--- config.mk ---
export PLATFORM = sky130hd
export DESIGN_NAME = nfa_ctrl
export DESIGN_NICKNAME = d
export VERILOG_FILES = /design/src/design/nfa_pkg.sv /design/src/design/nfa_ctrl.sv
export SDC_FILE = /design/constraint.sdc
export NUM_CORES = 1
export LEC_CHECK = 0
export BUFFER_PORTS_ARGS = -buffer_cell sky130_fd_sc_hd__buf_2
export CORE_MARGIN = 2
export CORE_UTILIZATION = 40
export CTS_BUF_LIST = sky130_fd_sc_hd__clkbuf_2
export DETAILED_ROUTE_END_ITERATION = 6
export PLACE_DENSITY = 0.71
export SYNTH_ARGS = -nofsm -noshare
export SYNTH_HDL_FRONTEND = slang
export SYNTH_SLANG_ARGS = --single-unit
--- constraint.sdc ---
create_clock -name i_clk -period 4.25 [get_ports i_clk]
set_input_delay 1.275 -clock i_clk [delete_from_list [all_inputs] [get_ports i_clk]]
set_output_delay 1.275 -clock i_clk [all_outputs]
set_load 0.01 [all_outputs]
--- src/design/nfa_pkg.sv ---
// ----------------------------------------------------------------------------
// nfa_pkg
// Shared widths, codes and controller/datapath interface types for the NFA
// transition store with subset move and epsilon closure.
// ----------------------------------------------------------------------------
package nfa_pkg;

    // payload field widths
    localparam int OP_W    = 2;
    localparam int STATE_W = 5;
    localparam int SYM_W   = 4;
    localparam int SET_W   = 32;
    localparam int SYM_N   = 16;

    // configuration register widths
    localparam int CFG_IDX_W  = 2;
    localparam int CFG_DATA_W = 6;
    localparam int STATES_W   = 6;
    localparam int SYMBOLS_W  = 5;
    localparam int EPS_W      = 4;

    // widths that hold the limit values (up to 127 states, 511 symbols)
    localparam int STL_W = 7;
    localparam int SYL_W = 9;

    localparam logic [STATES_W-1:0]  STATES_RST  = 6'd32;
    localparam logic [SYMBOLS_W-1:0] SYMBOLS_RST = 5'd16;
    localparam logic [EPS_W-1:0]     EPS_RST     = 4'd0;

    typedef enum logic [OP_W-1:0] {
        OP_SET   = 2'd0,
        OP_CLR   = 2'd1,
        OP_MOVE  = 2'd2,
        OP_CLOSE = 2'd3
    } t_op;

    typedef enum logic [CFG_IDX_W-1:0] {
        CFG_STATES  = 2'd0,
        CFG_SYMBOLS = 2'd1,
        CFG_EPS     = 2'd2
    } t_cfg_idx;

    // controller -> datapath
    typedef struct packed {
        logic clr_wr;
        logic load;
        logic edge_rd;
        logic edge_wr;
        logic scan;
        logic pass_start;
        logic finish;
    } t_cmd;

    // datapath -> controller
    typedef struct packed {
        logic clr_last;
        logic err;
        logic is_edge;
        logic is_closure;
        logic idx_last;
        logic changed;
        logic out_free;
    } t_sts;

endpackage

--- src/design/nfa_ctrl.sv ---
// ----------------------------------------------------------------------------
// nfa_ctrl
// Sequencer: table clearing sweep, edge read-modify-write, row scan passes
// for move and closure, and hand-off to the output register.
// ----------------------------------------------------------------------------
module nfa_ctrl (
    input  logic          i_clk,
    input  logic          i_rst_n,
    input  logic          i_valid,
    output logic          o_stall,
    output nfa_pkg::t_cmd o_cmd,
    input  nfa_pkg::t_sts i_sts
);

    typedef enum logic [7:0] {
        S_CLEAR   = 8'b0000_0001,
        S_IDLE    = 8'b0000_0010,
        S_START   = 8'b0000_0100,
        S_EDGE_WR = 8'b0000_1000,
        S_SCAN    = 8'b0001_0000,
        S_DRAIN   = 8'b0010_0000,
        S_CHECK   = 8'b0100_0000,
        S_DONE    = 8'b1000_0000
    } t_state;

    t_state r_state;
    t_state n_state;

    always_ff @(posedge i_clk) begin
        if (!i_rst_n) begin
            r_state <= S_CLEAR;
        end else begin
            r_state <= n_state;
        end
    end

    always_comb begin
        n_state = r_state;
        o_cmd   = '0;
        case (r_state)
            S_CLEAR: begin
                o_cmd.clr_wr = 1'b1;
                if (i_sts.clr_last) begin
                    n_state = S_IDLE;
                end
            end
            S_IDLE: begin
                if (i_valid) begin
                    o_cmd.load = 1'b1;
                    n_state    = S_START;
                end
            end
            S_START: begin
                if (i_sts.err) begin
                    n_state = S_DONE;
                end else if (i_sts.is_edge) begin
                    o_cmd.edge_rd = 1'b1;
                    n_state       = S_EDGE_WR;
                end else begin
                    n_state = S_SCAN;
                end
            end
            S_EDGE_WR: begin
                o_cmd.edge_wr = 1'b1;
                n_state       = S_DONE;
            end
            S_SCAN: begin
                o_cmd.scan = 1'b1;
                if (i_sts.idx_last) begin
                    n_state = S_DRAIN;
                end
            end
            S_DRAIN: begin
                // last row of the pass lands this cycle
                n_state = S_CHECK;
            end
            S_CHECK: begin
                if (i_sts.is_closure && i_sts.changed) begin
                    o_cmd.pass_start = 1'b1;
                    n_state          = S_SCAN;
                end else begin
                    n_state = S_DONE;
                end
            end
            S_DONE: begin
                if (i_sts.out_free) begin
                    o_cmd.finish = 1'b1;
                    n_state      = S_IDLE;
                end
            end
            default: begin
                n_state = S_CLEAR;
            end
        endcase
    end

    assign o_stall = (r_state != S_IDLE);

endmodule

==> results of run 1 <==
## critical path: cells and delay by family
family | cells | cell delay [ps]
buffers and inverters | 2 | 250
AND/OR/NAND/NOR | 2 | 340
## power by group through the flow
stage / registers [W] / clock network [W] / logic (W)
3_5_place_dp: 0.000112 / 0 / 0.000101
4_1_cts: 0.000110 / 0.0000469 / 0.000102
5_1_grt: 0.000112 / 0.0000500 / 0.000113
6_report: 0.000110 / 0.0000440 / 0.000102
3_3_place_gp: 0.000111 / 0 / 0.0000994
2_1_floorplan: 0.0000918 / 0 / 0.0000973
## stage by stage
step / worst slack (ps) / instances / hold slack (ps) / power [W]
after floorplan: 1200 / 73 / 509 / 0.000189
after global placement: 1100 / 102 / 535 / 0.000210
after detailed placement: 1100 / 102 / 546 / 0.000213
after CTS: 1100 / 105 / 555 / 0.000258
after global routing: 1020 / 105 / 590 / 0.000275
final: 1100 / 105 / 554 / 0.000256
## worst min path at each step
stage | startpoint | to | slack, ps
2_1_floorplan | r_state[5]$_SDFFE_PN0P_ | r_state[6]$_SDFFE_PN0P_ | 510
3_3_place_gp | r_state[5]$_SDFFE_PN0P_ | r_state[6]$_SDFFE_PN0P_ | 530
3_5_place_dp | r_state[5]$_SDFFE_PN0P_ | r_state[6]$_SDFFE_PN0P_ | 550
4_1_cts | r_state[5]$_SDFFE_PN0P_ | r_state[6]$_SDFFE_PN0P_ | 560
5_1_grt | r_state[5]$_SDFFE_PN0P_ | r_state[6]$_SDFFE_PN0P_ | 590
6_report | r_state[5]$_SDFFE_PN0P_ | r_state[6]$_SDFFE_PN0P_ | 550
## kinds of logic (layout without fill, tap and decap cells)
logic type                count (synthesis)  in the layout  synth area share
AOI/OAI and AO/OA                         9              9             0.135
buffers and inverters                     7             23            0.0504
DFF                                       8              8             0.258
xor gates and xnor gates                  3              3            0.0423
and+or+nand+nor                          46             46             0.514
## final cells by class
class                      instances  area [sq um]
sequential                         8           160
inverter                           3          11.3
timing repair buffer              17          85.1
clock buffer                       3          15.0
tap                               16          20.0
multi-input combinational         58           429
fill                             144           751
## cells in the final DEF (no fill, tap or decap), types with 3 or more instances in the layout
cell type  instances
inv_1              3
dfxtp_1            8
nand4b_1           3
xor2_1             3
nand3_1            6
nor3b_1            3
clkbuf_2           3
buf_2             17
nor2_1            10
nand4_1            3
## layer usage
layer | track usage | vias up
li1 | - | 309
met1 | 0.193 | 292
met2 | 0.284 | 12
met3 | 0.0250 | 4
met4 | 0.109 | 0
met5 | 0 | -
==> key figures, run 1 <==
Synth
  • Post-synth EDFFs: 0
  • Top cell type by total area after synthesis: dfxtp_1
  • Main area contributors after synthesis: dfxtp_1 26%, nor4_4 6.9%, nor2_1 6.0%, nand3_1 4.8%, a2111oi_4 4.4%
  • Main flop type after synthesis: dfxtp_1
  • Cell variety after synth: 32
  • Cells after synthesis: 73
  • FFs w/ async S/R, synth: 0
  • Cell Area, Synth: 621 sq um
  • FF+latch count, synth: 8
  • Syn. warnings: 0
  • Synth top cells by count: 10 x nor2_1, 8 x dfxtp_1, 6 x nand3_1
  • Synth Area per Inst: 8.50 sq um
  • Top-count cell post-synth: nor2_1
  • Syn Nets: 83
  • Area share of the leading cell type in the synthesized netlist: 0.258
  • Sequential area share after synthesis: 0.258

Placed design
  • HPWL after DPL: 1120 microns
  • Placed cell area: 706 sq um
  • Final Wtd Congestion: 0.765
  • Input/output buffers: 17

Setup path
  • Worst EP arrival: 1880 ps
  • CP required: 2970 ps
  • Worst r2r src: r_state[1]$_SDFFE_PN0P_
  • Crit path max fanout: 2
  • CP Capture Type: output pin
  • Delay of the slowest critical-path stage: 260 ps
  • Launching element type of the critical path: primary input
  • Reg2reg path depth: 4
  • R2R setup slack: 2560 ps
  • Crit path from: i_sts[3]
  • Critical Path End: o_cmd[1]
  • FF-to-FF End: r_state[1]$_SDFFE_PN0P_
  • Slowest-stage cell, CP: nor4_4
  • Setup CP Type: primary input to output pin
  • Worst path most repeated cell: buf_2
  • CP Cell Sequence: buf_2 > nand2_1 > nor4_4 > buf_2

Final layout
  • Layout Utilization: 0.490
  • Share of post-route cells with drive strength above 1: 0.292
  • Area delta synth->final: 16.1%
  • Max FFs per register: 8
  • Largest Register: r_state
  • # diodes: 0
  • Design area: 721 sq um
  • Largest regs: r_state x8
  • Layout Nets: 101

Detailed routing
  • Vias: 617
  • # DRC: 0
  • DR vias/cell: 5.88
  • DR pass1 iterations: 4
  • Routed len/inst: 13.7 microns
  • Metal2 WL: 673 microns
  • Max Used Layer: met4
  • Final ANT Viol Nets: 0
  • Starting DRT DRC Count: 11
  • Met3 wire len: 28 microns
  • Routed WL: 1440 microns
  • Met1 WL: 705 microns

Power and ir drop
  • Sequential group share of total power: 0.430
  • Pwr dens: 356 nW/um^2
  • Clock network power share: 0.172
  • Leakage power: 0.309 nW
  • Gate power share: 0.399
  • Pint: 0.000157 W
  • Switch share: 0.389
  • VDD IR max: 0.159 mV
  • Sw Pwr: 0.0000998 W

Timing
  • Peak Freq: 317 MHz
  • Final Max Tran Viols: 0
  • Setup Viol. Count Final: 0
  • Clk_skew: 3.75 ps
  • Final Hold Vio Count: 0
  • Final TNS setup: 0 ps
  • Final min period: 3150 ps
  • Final period utilization: 0.741
  • Slew Limit Headroom: 0.653
  • RSZ-0062 raised after global routing: no
  • Least-Margin Pin Slew: 520 ps

Run status
  • Status: finished clean

Clock network
  • Clk sink count: 8
  • Clk buf depth: 2
  • Worst skew pair latency: 230 ps
  • Worst-path clk slew: 70 ps
  • H-tree levels: 1
  • Total setup buffers inserted after CTS: 0
  • CTS Hold Bufs: 0
  • Root Buffer Master: clkbuf_2
  • Post-CTS sizing: 0
  • CTS tree: built
  • Inserted Clock Buffers: 3

Floorplanning
  • Initial Util: 0.422
  • # rows: 14
  • Die width: 43.4 microns
  • DIE HEIGHT: 43.4 microns
  • Core box area: 1470 sq um
  • I/O pins: 18
  • Die area: 1880 sq um

GRT
  • GRT overflow: 0
  • Initial antenna violation count: 0
  • Pin count of the biggest net entering global routing: 13
  • Vias in the first global route: 530
  • Tot GR Track Use: 0.167
  • First-pass GRT wire length: 2250 microns

Worst hold path
  • Hold Path Cell Cnt: 2
  • Hold Crit Class: register to register

Flow run
  • Max-cap violation count: 0
Power figures use the tool's default switching activity.
==> run 2: changes to the inputs <==
--- a/config.mk
+++ b/config.mk
@@ -10,7 +10,7 @@
 export CORE_UTILIZATION = 40
 export CTS_BUF_LIST = sky130_fd_sc_hd__clkbuf_2
 export DETAILED_ROUTE_END_ITERATION = 6
-export PLACE_DENSITY = 0.71
+export PLACE_DENSITY = 0.74
 export SYNTH_ARGS = -nofsm -noshare
 export SYNTH_HDL_FRONTEND = slang
 export SYNTH_SLANG_ARGS = --single-unit
==> constraint.sdc (replaced) <==
create_clock -name i_clk -period 2.7 [get_ports i_clk]
set_input_delay 0.81 -clock i_clk [delete_from_list [all_inputs] [get_ports i_clk]]
set_output_delay 0.81 -clock i_clk [all_outputs]
set_load 0.01 [all_outputs]
==> key figures, run 2 (synthesis results as in run 1) <==
Power and ir drop
  • Switch share: 0.388 (was 0.389)
  • Gate power share: 0.407 (was 0.399)
  • Sw Pwr: 0.000160 W (was 0.0000998 W)
  • Pwr dens: 566 nW/um^2 (was 356 nW/um^2)
  • VDD IR max: 0.324 mV (was 0.159 mV)
  • Pint: 0.000252 W (was 0.000157 W)
  • Clock network power share: 0.174 (was 0.172)
  • Pwr Total: 0.000412 W (was 0.000256 W)
  • Leakage power: 0.314 nW (was 0.309 nW)
  • Sequential group share of total power: 0.419 (was 0.430)

Clock network
  • Inserted Clock Buffers: 3 (unchanged)
  • CTS Hold Bufs: 0 (unchanged)
  • CTS tree: built (unchanged)
  • Worst-path clk slew: 80 ps (was 70 ps)
  • H-tree levels: 1 (unchanged)
  • Post-CTS sizing: 0 (unchanged)
  • Total setup buffers inserted after CTS: 0 (unchanged)
  • Clk buf depth: 2 (unchanged)
  • Clk sink count: 8 (unchanged)
  • Root Buffer Master: clkbuf_2 (unchanged)
  • Worst skew pair latency: 240 ps (was 230 ps)

Placed design
  • HPWL after DPL: 1080 microns (was 1120 microns)
  • Pre-CTS WS: 396 ps (was 1100 ps)
  • Final Wtd Congestion: 0.801 (was 0.765)
  • Placed cell area: 713 sq um (was 706 sq um)
  • Input/output buffers: 17 (unchanged)

Setup path
  • CP Cell Sequence: or4_4 > nor4_1 > buf_2 (was buf_2 > nand2_1 > nor4_4 > buf_2)
  • Delay of the slowest critical-path stage: 610 ps (was 260 ps)
  • CP Capture Type: output pin (unchanged)
  • CP delay by family, top: simple AND/OR/NAND/NOR gates (unchanged)
  • Reg2reg path depth: 5 (was 4)
  • Launching element type of the critical path: register (was primary input)
  • Worst EP arrival: 1690 ps (was 1880 ps)
  • Crit path max fanout: 6 (was 2)
  • CP required: 1890 ps (was 2970 ps)
  • Setup CP Type: register to output pin (was primary input to output pin)
  • Slowest-stage cell, CP: or4_4 (was nor4_4)
  • CP bufs+invs: 1 (was 2)
  • Worst path depth: 3 (was 4)

Final layout
  • Share of post-route cells with drive strength above 1: 0.300 (was 0.292)
  • Largest Register: r_state (unchanged)
  • Commonest non-fill, non-tap cell in the layout: buf_2 (unchanged)
  • Seq. cell area: 160 sq um (unchanged)
  • # fillers: 151 (was 144)
  • Most frequent cells in the layout: 17 x buf_2, 10 x nor2_1, 8 x dfxtp_1, 6 x nand3_1 (unchanged)
  • Layout Utilization: 0.495 (was 0.490)
  • Area delta synth->final: 17.3% (was 16.1%)
  • Design area: 728 sq um (was 721 sq um)
  • # diodes: 0 (unchanged)
  • Layout Nets: 102 (was 101)
  • Max FFs per register: 8 (unchanged)
  • Multi-input logic area: 429 sq um (unchanged)
  • Largest regs: r_state x8 (unchanged)

Detailed routing
  • DR pass1 iterations: 4 (unchanged)
  • Routed WL: 1400 microns (was 1440 microns)
  • # DRC: 0 (unchanged)
  • DR vias/cell: 5.73 (was 5.88)
  • Routed len/inst: 13.2 microns (was 13.7 microns)
  • Final ANT Viol Nets: 0 (unchanged)
  • Vias: 607 (was 617)
  • Starting DRT DRC Count: 27 (was 11)

Timing
  • Least-Margin Pin Slew: 528 ps (was 520 ps)
  • Setup Viol. Count Final: 0 (unchanged)
  • Final Max Tran Viols: 0 (unchanged)
  • RSZ-0062 raised after global routing: no (unchanged)
  • Final Hold Vio Count: 0 (unchanged)
  • Final TNS setup: 0 ps (unchanged)
  • Clk_skew: 1.76 ps (was 3.75 ps)
  • Final min period: 2500 ps
  • Slew Limit Headroom: 0.647 (was 0.653)
  • Final worst slack: 200 ps (was 1100 ps)
  • Peak Freq: 400 MHz
  • Final period utilization: 0.926

Floorplanning
  • Core box area: 1470 sq um (unchanged)
  • # rows: 14 (unchanged)
  • Initial Util: 0.422 (unchanged)
  • I/O pins: 18 (unchanged)
  • Die area: 1880 sq um (unchanged)
  • Die width: 43.4 microns (unchanged)
  • DIE HEIGHT: 43.4 microns (unchanged)

Run status
  • Status: finished clean (unchanged)

GRT
  • Tot GR Track Use: 0.157 (was 0.167)
  • Vias in the first global route: 508 (was 530)
  • Initial antenna violation count: 0 (unchanged)
  • First-pass GRT wire length: 2200 microns (was 2250 microns)
  • GRT overflow: 0 (unchanged)
  • Pin count of the biggest net entering global routing: 13 (unchanged)

Worst hold path
  • Hold Path Cell Cnt: 2 (unchanged)
  • Hold Crit Class: register to register (unchanged)

Flow run
  • Max-cap violation count: 0 (unchanged)
[run 2: worst paths after layout]
kind                      startpoint  slack [ps]                      end
max          r_state[2]$_SDFFE_PN0P_         200                 o_cmd[0]
min          r_state[5]$_SDFFE_PN0P_         550  r_state[6]$_SDFFE_PN0P_
max reg2reg  r_state[1]$_SDFFE_PN0P_         990  r_state[1]$_SDFFE_PN0P_
min reg2reg  r_state[5]$_SDFFE_PN0P_         550  r_state[6]$_SDFFE_PN0P_
[run 2: metrics by stage]
stage,hold WS (ps),instances
after detailed placement,537,103
after global placement,543,103
final,553,106
after floorplan,509,73
after global routing,573,106
after CTS,549,106
[run 2: worst register-to-register path: stages, from the launching register on]
cell	delay, ps
dfxtp_1	470
nor4_4	380
buf_4	210
nand4b_1	170
and3_1	230
o21a_1	160
[run 2: per-layer routing]
layer / GRT usage / part of all wire / vias to the layer above
met5: 0 / 0 / -
li1: - / - / 312
met4: 0.0727 / 0.014 / 0
met2: 0.254 / 0.47 / 13
met1: 0.202 / 0.47 / 278
met3: 0.0292 / 0.044 / 4
[run 2: layout make-up]
| type | count | area share |
|---|---|---|
| repair buffers | 18 | 0.127 |
| multi-input cells | 58 | 0.589 |
| well taps | 16 | 0.0275 |
| clock buffers | 3 | 0.0206 |
| inverters | 3 | 0.0155 |
| flip-flops and latches | 8 | 0.220 |
[run 2: power by group through the flow]
stage               clock network [W]  registers, W  logic, W
finish                      0.0000717      0.000173  0.000168
global route                0.0000782      0.000177  0.000183
CTS                         0.0000720      0.000172  0.000168
detailed placement                  0      0.000175  0.000166
global placement                    0      0.000175  0.000165
floorplan                           0      0.000144  0.000153
==> run 3: changes to the inputs <==
--- a/config.mk
+++ b/config.mk
@@ -6,11 +6,13 @@
 export NUM_CORES = 1
 export LEC_CHECK = 0
 export BUFFER_PORTS_ARGS = -buffer_cell sky130_fd_sc_hd__buf_2
+export CELL_PAD_IN_SITES_DETAIL_PLACEMENT = 1
+export CELL_PAD_IN_SITES_GLOBAL_PLACEMENT = 2
 export CORE_MARGIN = 2
-export CORE_UTILIZATION = 40
+export CORE_UTILIZATION = 27
 export CTS_BUF_LIST = sky130_fd_sc_hd__clkbuf_2
 export DETAILED_ROUTE_END_ITERATION = 6
-export PLACE_DENSITY = 0.74
+export PLACE_DENSITY = 0.83
 export SYNTH_ARGS = -nofsm -noshare
 export SYNTH_HDL_FRONTEND = slang
 export SYNTH_SLANG_ARGS = --single-unit
==> key figures, run 3 (synthesis results as in run 1) <==
Detailed routing
  • DR vias/cell: 5.18 (was 5.73)
  • Routed WL: 1730 microns (was 1400 microns)
  • DR pass1 iterations: 4 (unchanged)
  • Final ANT Viol Nets: 0 (unchanged)
  • Starting DRT DRC Count: 8 (was 27)
  • Routed len/inst: 14.1 microns (was 13.2 microns)
  • # DRC: 0 (unchanged)
  • Vias: 637 (was 607)

Final layout
  • Layout Nets: 107 (was 102)
  • Area delta synth->final: 25.8% (was 17.3%)
  • Layout Utilization: 0.356 (was 0.495)
  • Max FFs per register: 8 (unchanged)
  • Most frequent cells in the layout: 17 x buf_2, 10 x nor2_1, 8 x dfxtp_1, 6 x nand3_1, 6 x buf_4 (was 17 x buf_2, 10 x nor2_1, 8 x dfxtp_1, 6 x nand3_1)
  • Share of post-route cells with drive strength above 1: 0.337 (was 0.300)
  • Largest Register: r_state (unchanged)
  • # diodes: 0 (unchanged)
  • # fillers: 271 (was 151)
  • Seq. cell area: 160 sq um (unchanged)
  • Commonest non-fill, non-tap cell in the layout: buf_2 (unchanged)
  • Largest regs: r_state x8 (unchanged)
  • Multi-input logic area: 429 sq um (unchanged)

Clock network
  • Inserted Clock Buffers: 3 (unchanged)
  • Clk buf depth: 2 (unchanged)
  • CTS tree: built (unchanged)
  • Clk sink count: 8 (unchanged)
  • Root Buffer Master: clkbuf_2 (unchanged)
  • Worst skew pair latency: 250 ps (was 240 ps)
  • Worst-path clk slew: 80 ps (about the same)
  • Post-CTS sizing: 0 (unchanged)
  • H-tree levels: 1 (unchanged)

Setup path
  • Worst EP arrival: 1740 ps (was 1690 ps)
  • CP Cell Sequence: or4_4 > nor4_4 > buf_2 (was or4_4 > nor4_1 > buf_2)
  • CP Capture Type: output pin (unchanged)
  • Launching element type of the critical path: register (unchanged)
  • Crit path max fanout: 6 (unchanged)
  • Slowest-stage cell, CP: or4_4 (unchanged)
  • Delay of the slowest critical-path stage: 630 ps (was 610 ps)
  • Setup CP Type: register to output pin (unchanged)
  • CP required: 1890 ps (about the same)

Worst hold path
  • Hold Crit Class: register to register (unchanged)

Timing
  • Final TNS setup: 0 ps (unchanged)
  • Setup Viol. Count Final: 0 (unchanged)
  • Final Hold Vio Count: 0 (unchanged)
  • Clk_skew: 2.00 ps (was 1.76 ps)
  • Final period utilization: 0.945 (was 0.926)
  • Least-Margin Pin Slew: 394 ps (was 528 ps)
  • Final min period: 2550 ps (was 2500 ps)
  • Peak Freq: 392 MHz (was 400 MHz)
  • Slew Limit Headroom: 0.737 (was 0.647)
  • RSZ-0062 raised after global routing: no (unchanged)
  • Final Max Tran Viols: 0 (unchanged)

GRT
  • First-pass GRT wire length: 2740 microns (was 2200 microns)
  • Vias in the first global route: 618 (was 508)
  • Tot GR Track Use: 0.142 (was 0.157)
  • GRT overflow: 0 (unchanged)
  • Pin count of the biggest net entering global routing: 12 (was 13)
  • Initial antenna violation count: 0 (unchanged)

Power and ir drop
  • Pwr dens: 575 nW/um^2 (was 566 nW/um^2)
  • Leakage power: 0.338 nW (was 0.314 nW)
  • VDD IR max: 0.203 mV (was 0.324 mV)

Placed design
  • Final Wtd Congestion: 0.762 (was 0.801)
  • Input/output buffers: 17 (unchanged)
  • HPWL after DPL: 1310 microns (was 1080 microns)

Floorplanning
  • Core box area: 2190 sq um (was 1470 sq um)
  • # rows: 17 (was 14)
  • DIE HEIGHT: 51.9 microns (was 43.4 microns)
  • I/O pins: 18 (unchanged)
  • Initial Util: 0.283 (was 0.422)
  • Die width: 51.9 microns (was 43.4 microns)
  • Die area: 2700 sq um (was 1880 sq um)

Flow run
  • Max-cap violation count: 0 (unchanged)

Run status
  • Status: finished clean (unchanged)
-- run 3: path summary, 6_finish.rpt --
kind | startpoint | endpoint | slack (ps) | depth (start not counted)
worst min-delay path | r_state[5]$_SDFFE_PN0P_ | r_state[6]$_SDFFE_PN0P_ | 560 | 2
worst min register to register | r_state[5]$_SDFFE_PN0P_ | r_state[6]$_SDFFE_PN0P_ | 560 | 2
worst max register to register | r_state[2]$_SDFFE_PN0P_ | r_state[1]$_SDFFE_PN0P_ | 1150 | 4
worst max-delay path | r_state[2]$_SDFFE_PN0P_ | o_cmd[1] | 150 | 3
-- run 3: what timing repair did --
| action | CTS | global route |
|---|---|---|
| setup endpoints to repair | 0 | 1 |
| setup buffers | 0 | 3 |
| hold buffers | 0 | 0 |
-- run 3: layout make-up --
class                           count  share of cell area
Tap cell                           28              0.0449
Inverter                            3              0.0144
Multi-Input combinational cell     58               0.550
Clock buffer                        3              0.0192
Sequential cell                     8               0.205
Timing Repair Buffer               23               0.167
-- run 3: metal layers --
layer,GRT usage,vias to the layer above,share of wire
li1,-,321,-
met1,0.161,299,0.45
met2,0.241,14,0.50
met3,0.0517,3,0.041
met4,0.0526,0,0.011
met5,0,-,0
-- run 3: where the power goes --
group	leakage, nW	total [W]	switching, W	internal, W
Clock	0.0125	0.0000734	0.0000431	0.0000303
Sequential	0.0650	0.000143	0.0000131	0.000130
Combinational	0.261	0.000232	0.000114	0.000119
Total	0.338	0.000449	0.000170	0.000279
-- run 3: stage by stage --
| stage | power (W) | setup slack, ps | instances | instance area [sq um] | hold WS (ps) |
|---|---|---|---|---|---|
| 2_1_floorplan | 0.000298 | 528 | 73 | 621 | 509 |
| 3_3_place_gp | 0.000354 | 392 | 117 | 743 | 549 |
| 3_5_place_dp | 0.000358 | 360 | 117 | 743 | 551 |
| 4_1_cts | 0.000433 | 78.3 | 120 | 758 | 567 |
| 5_1_grt | 0.000483 | 59.0 | 123 | 781 | 603 |
| 6_report | 0.000449 | 148 | 123 | 781 | 565 |
-- run 3: critical path: cells and delay by family, from the launching register on --
family / cells / cell delay, ps
simple gates: 2 / 940
flops: 1 / 380
buf+inv: 1 / 180
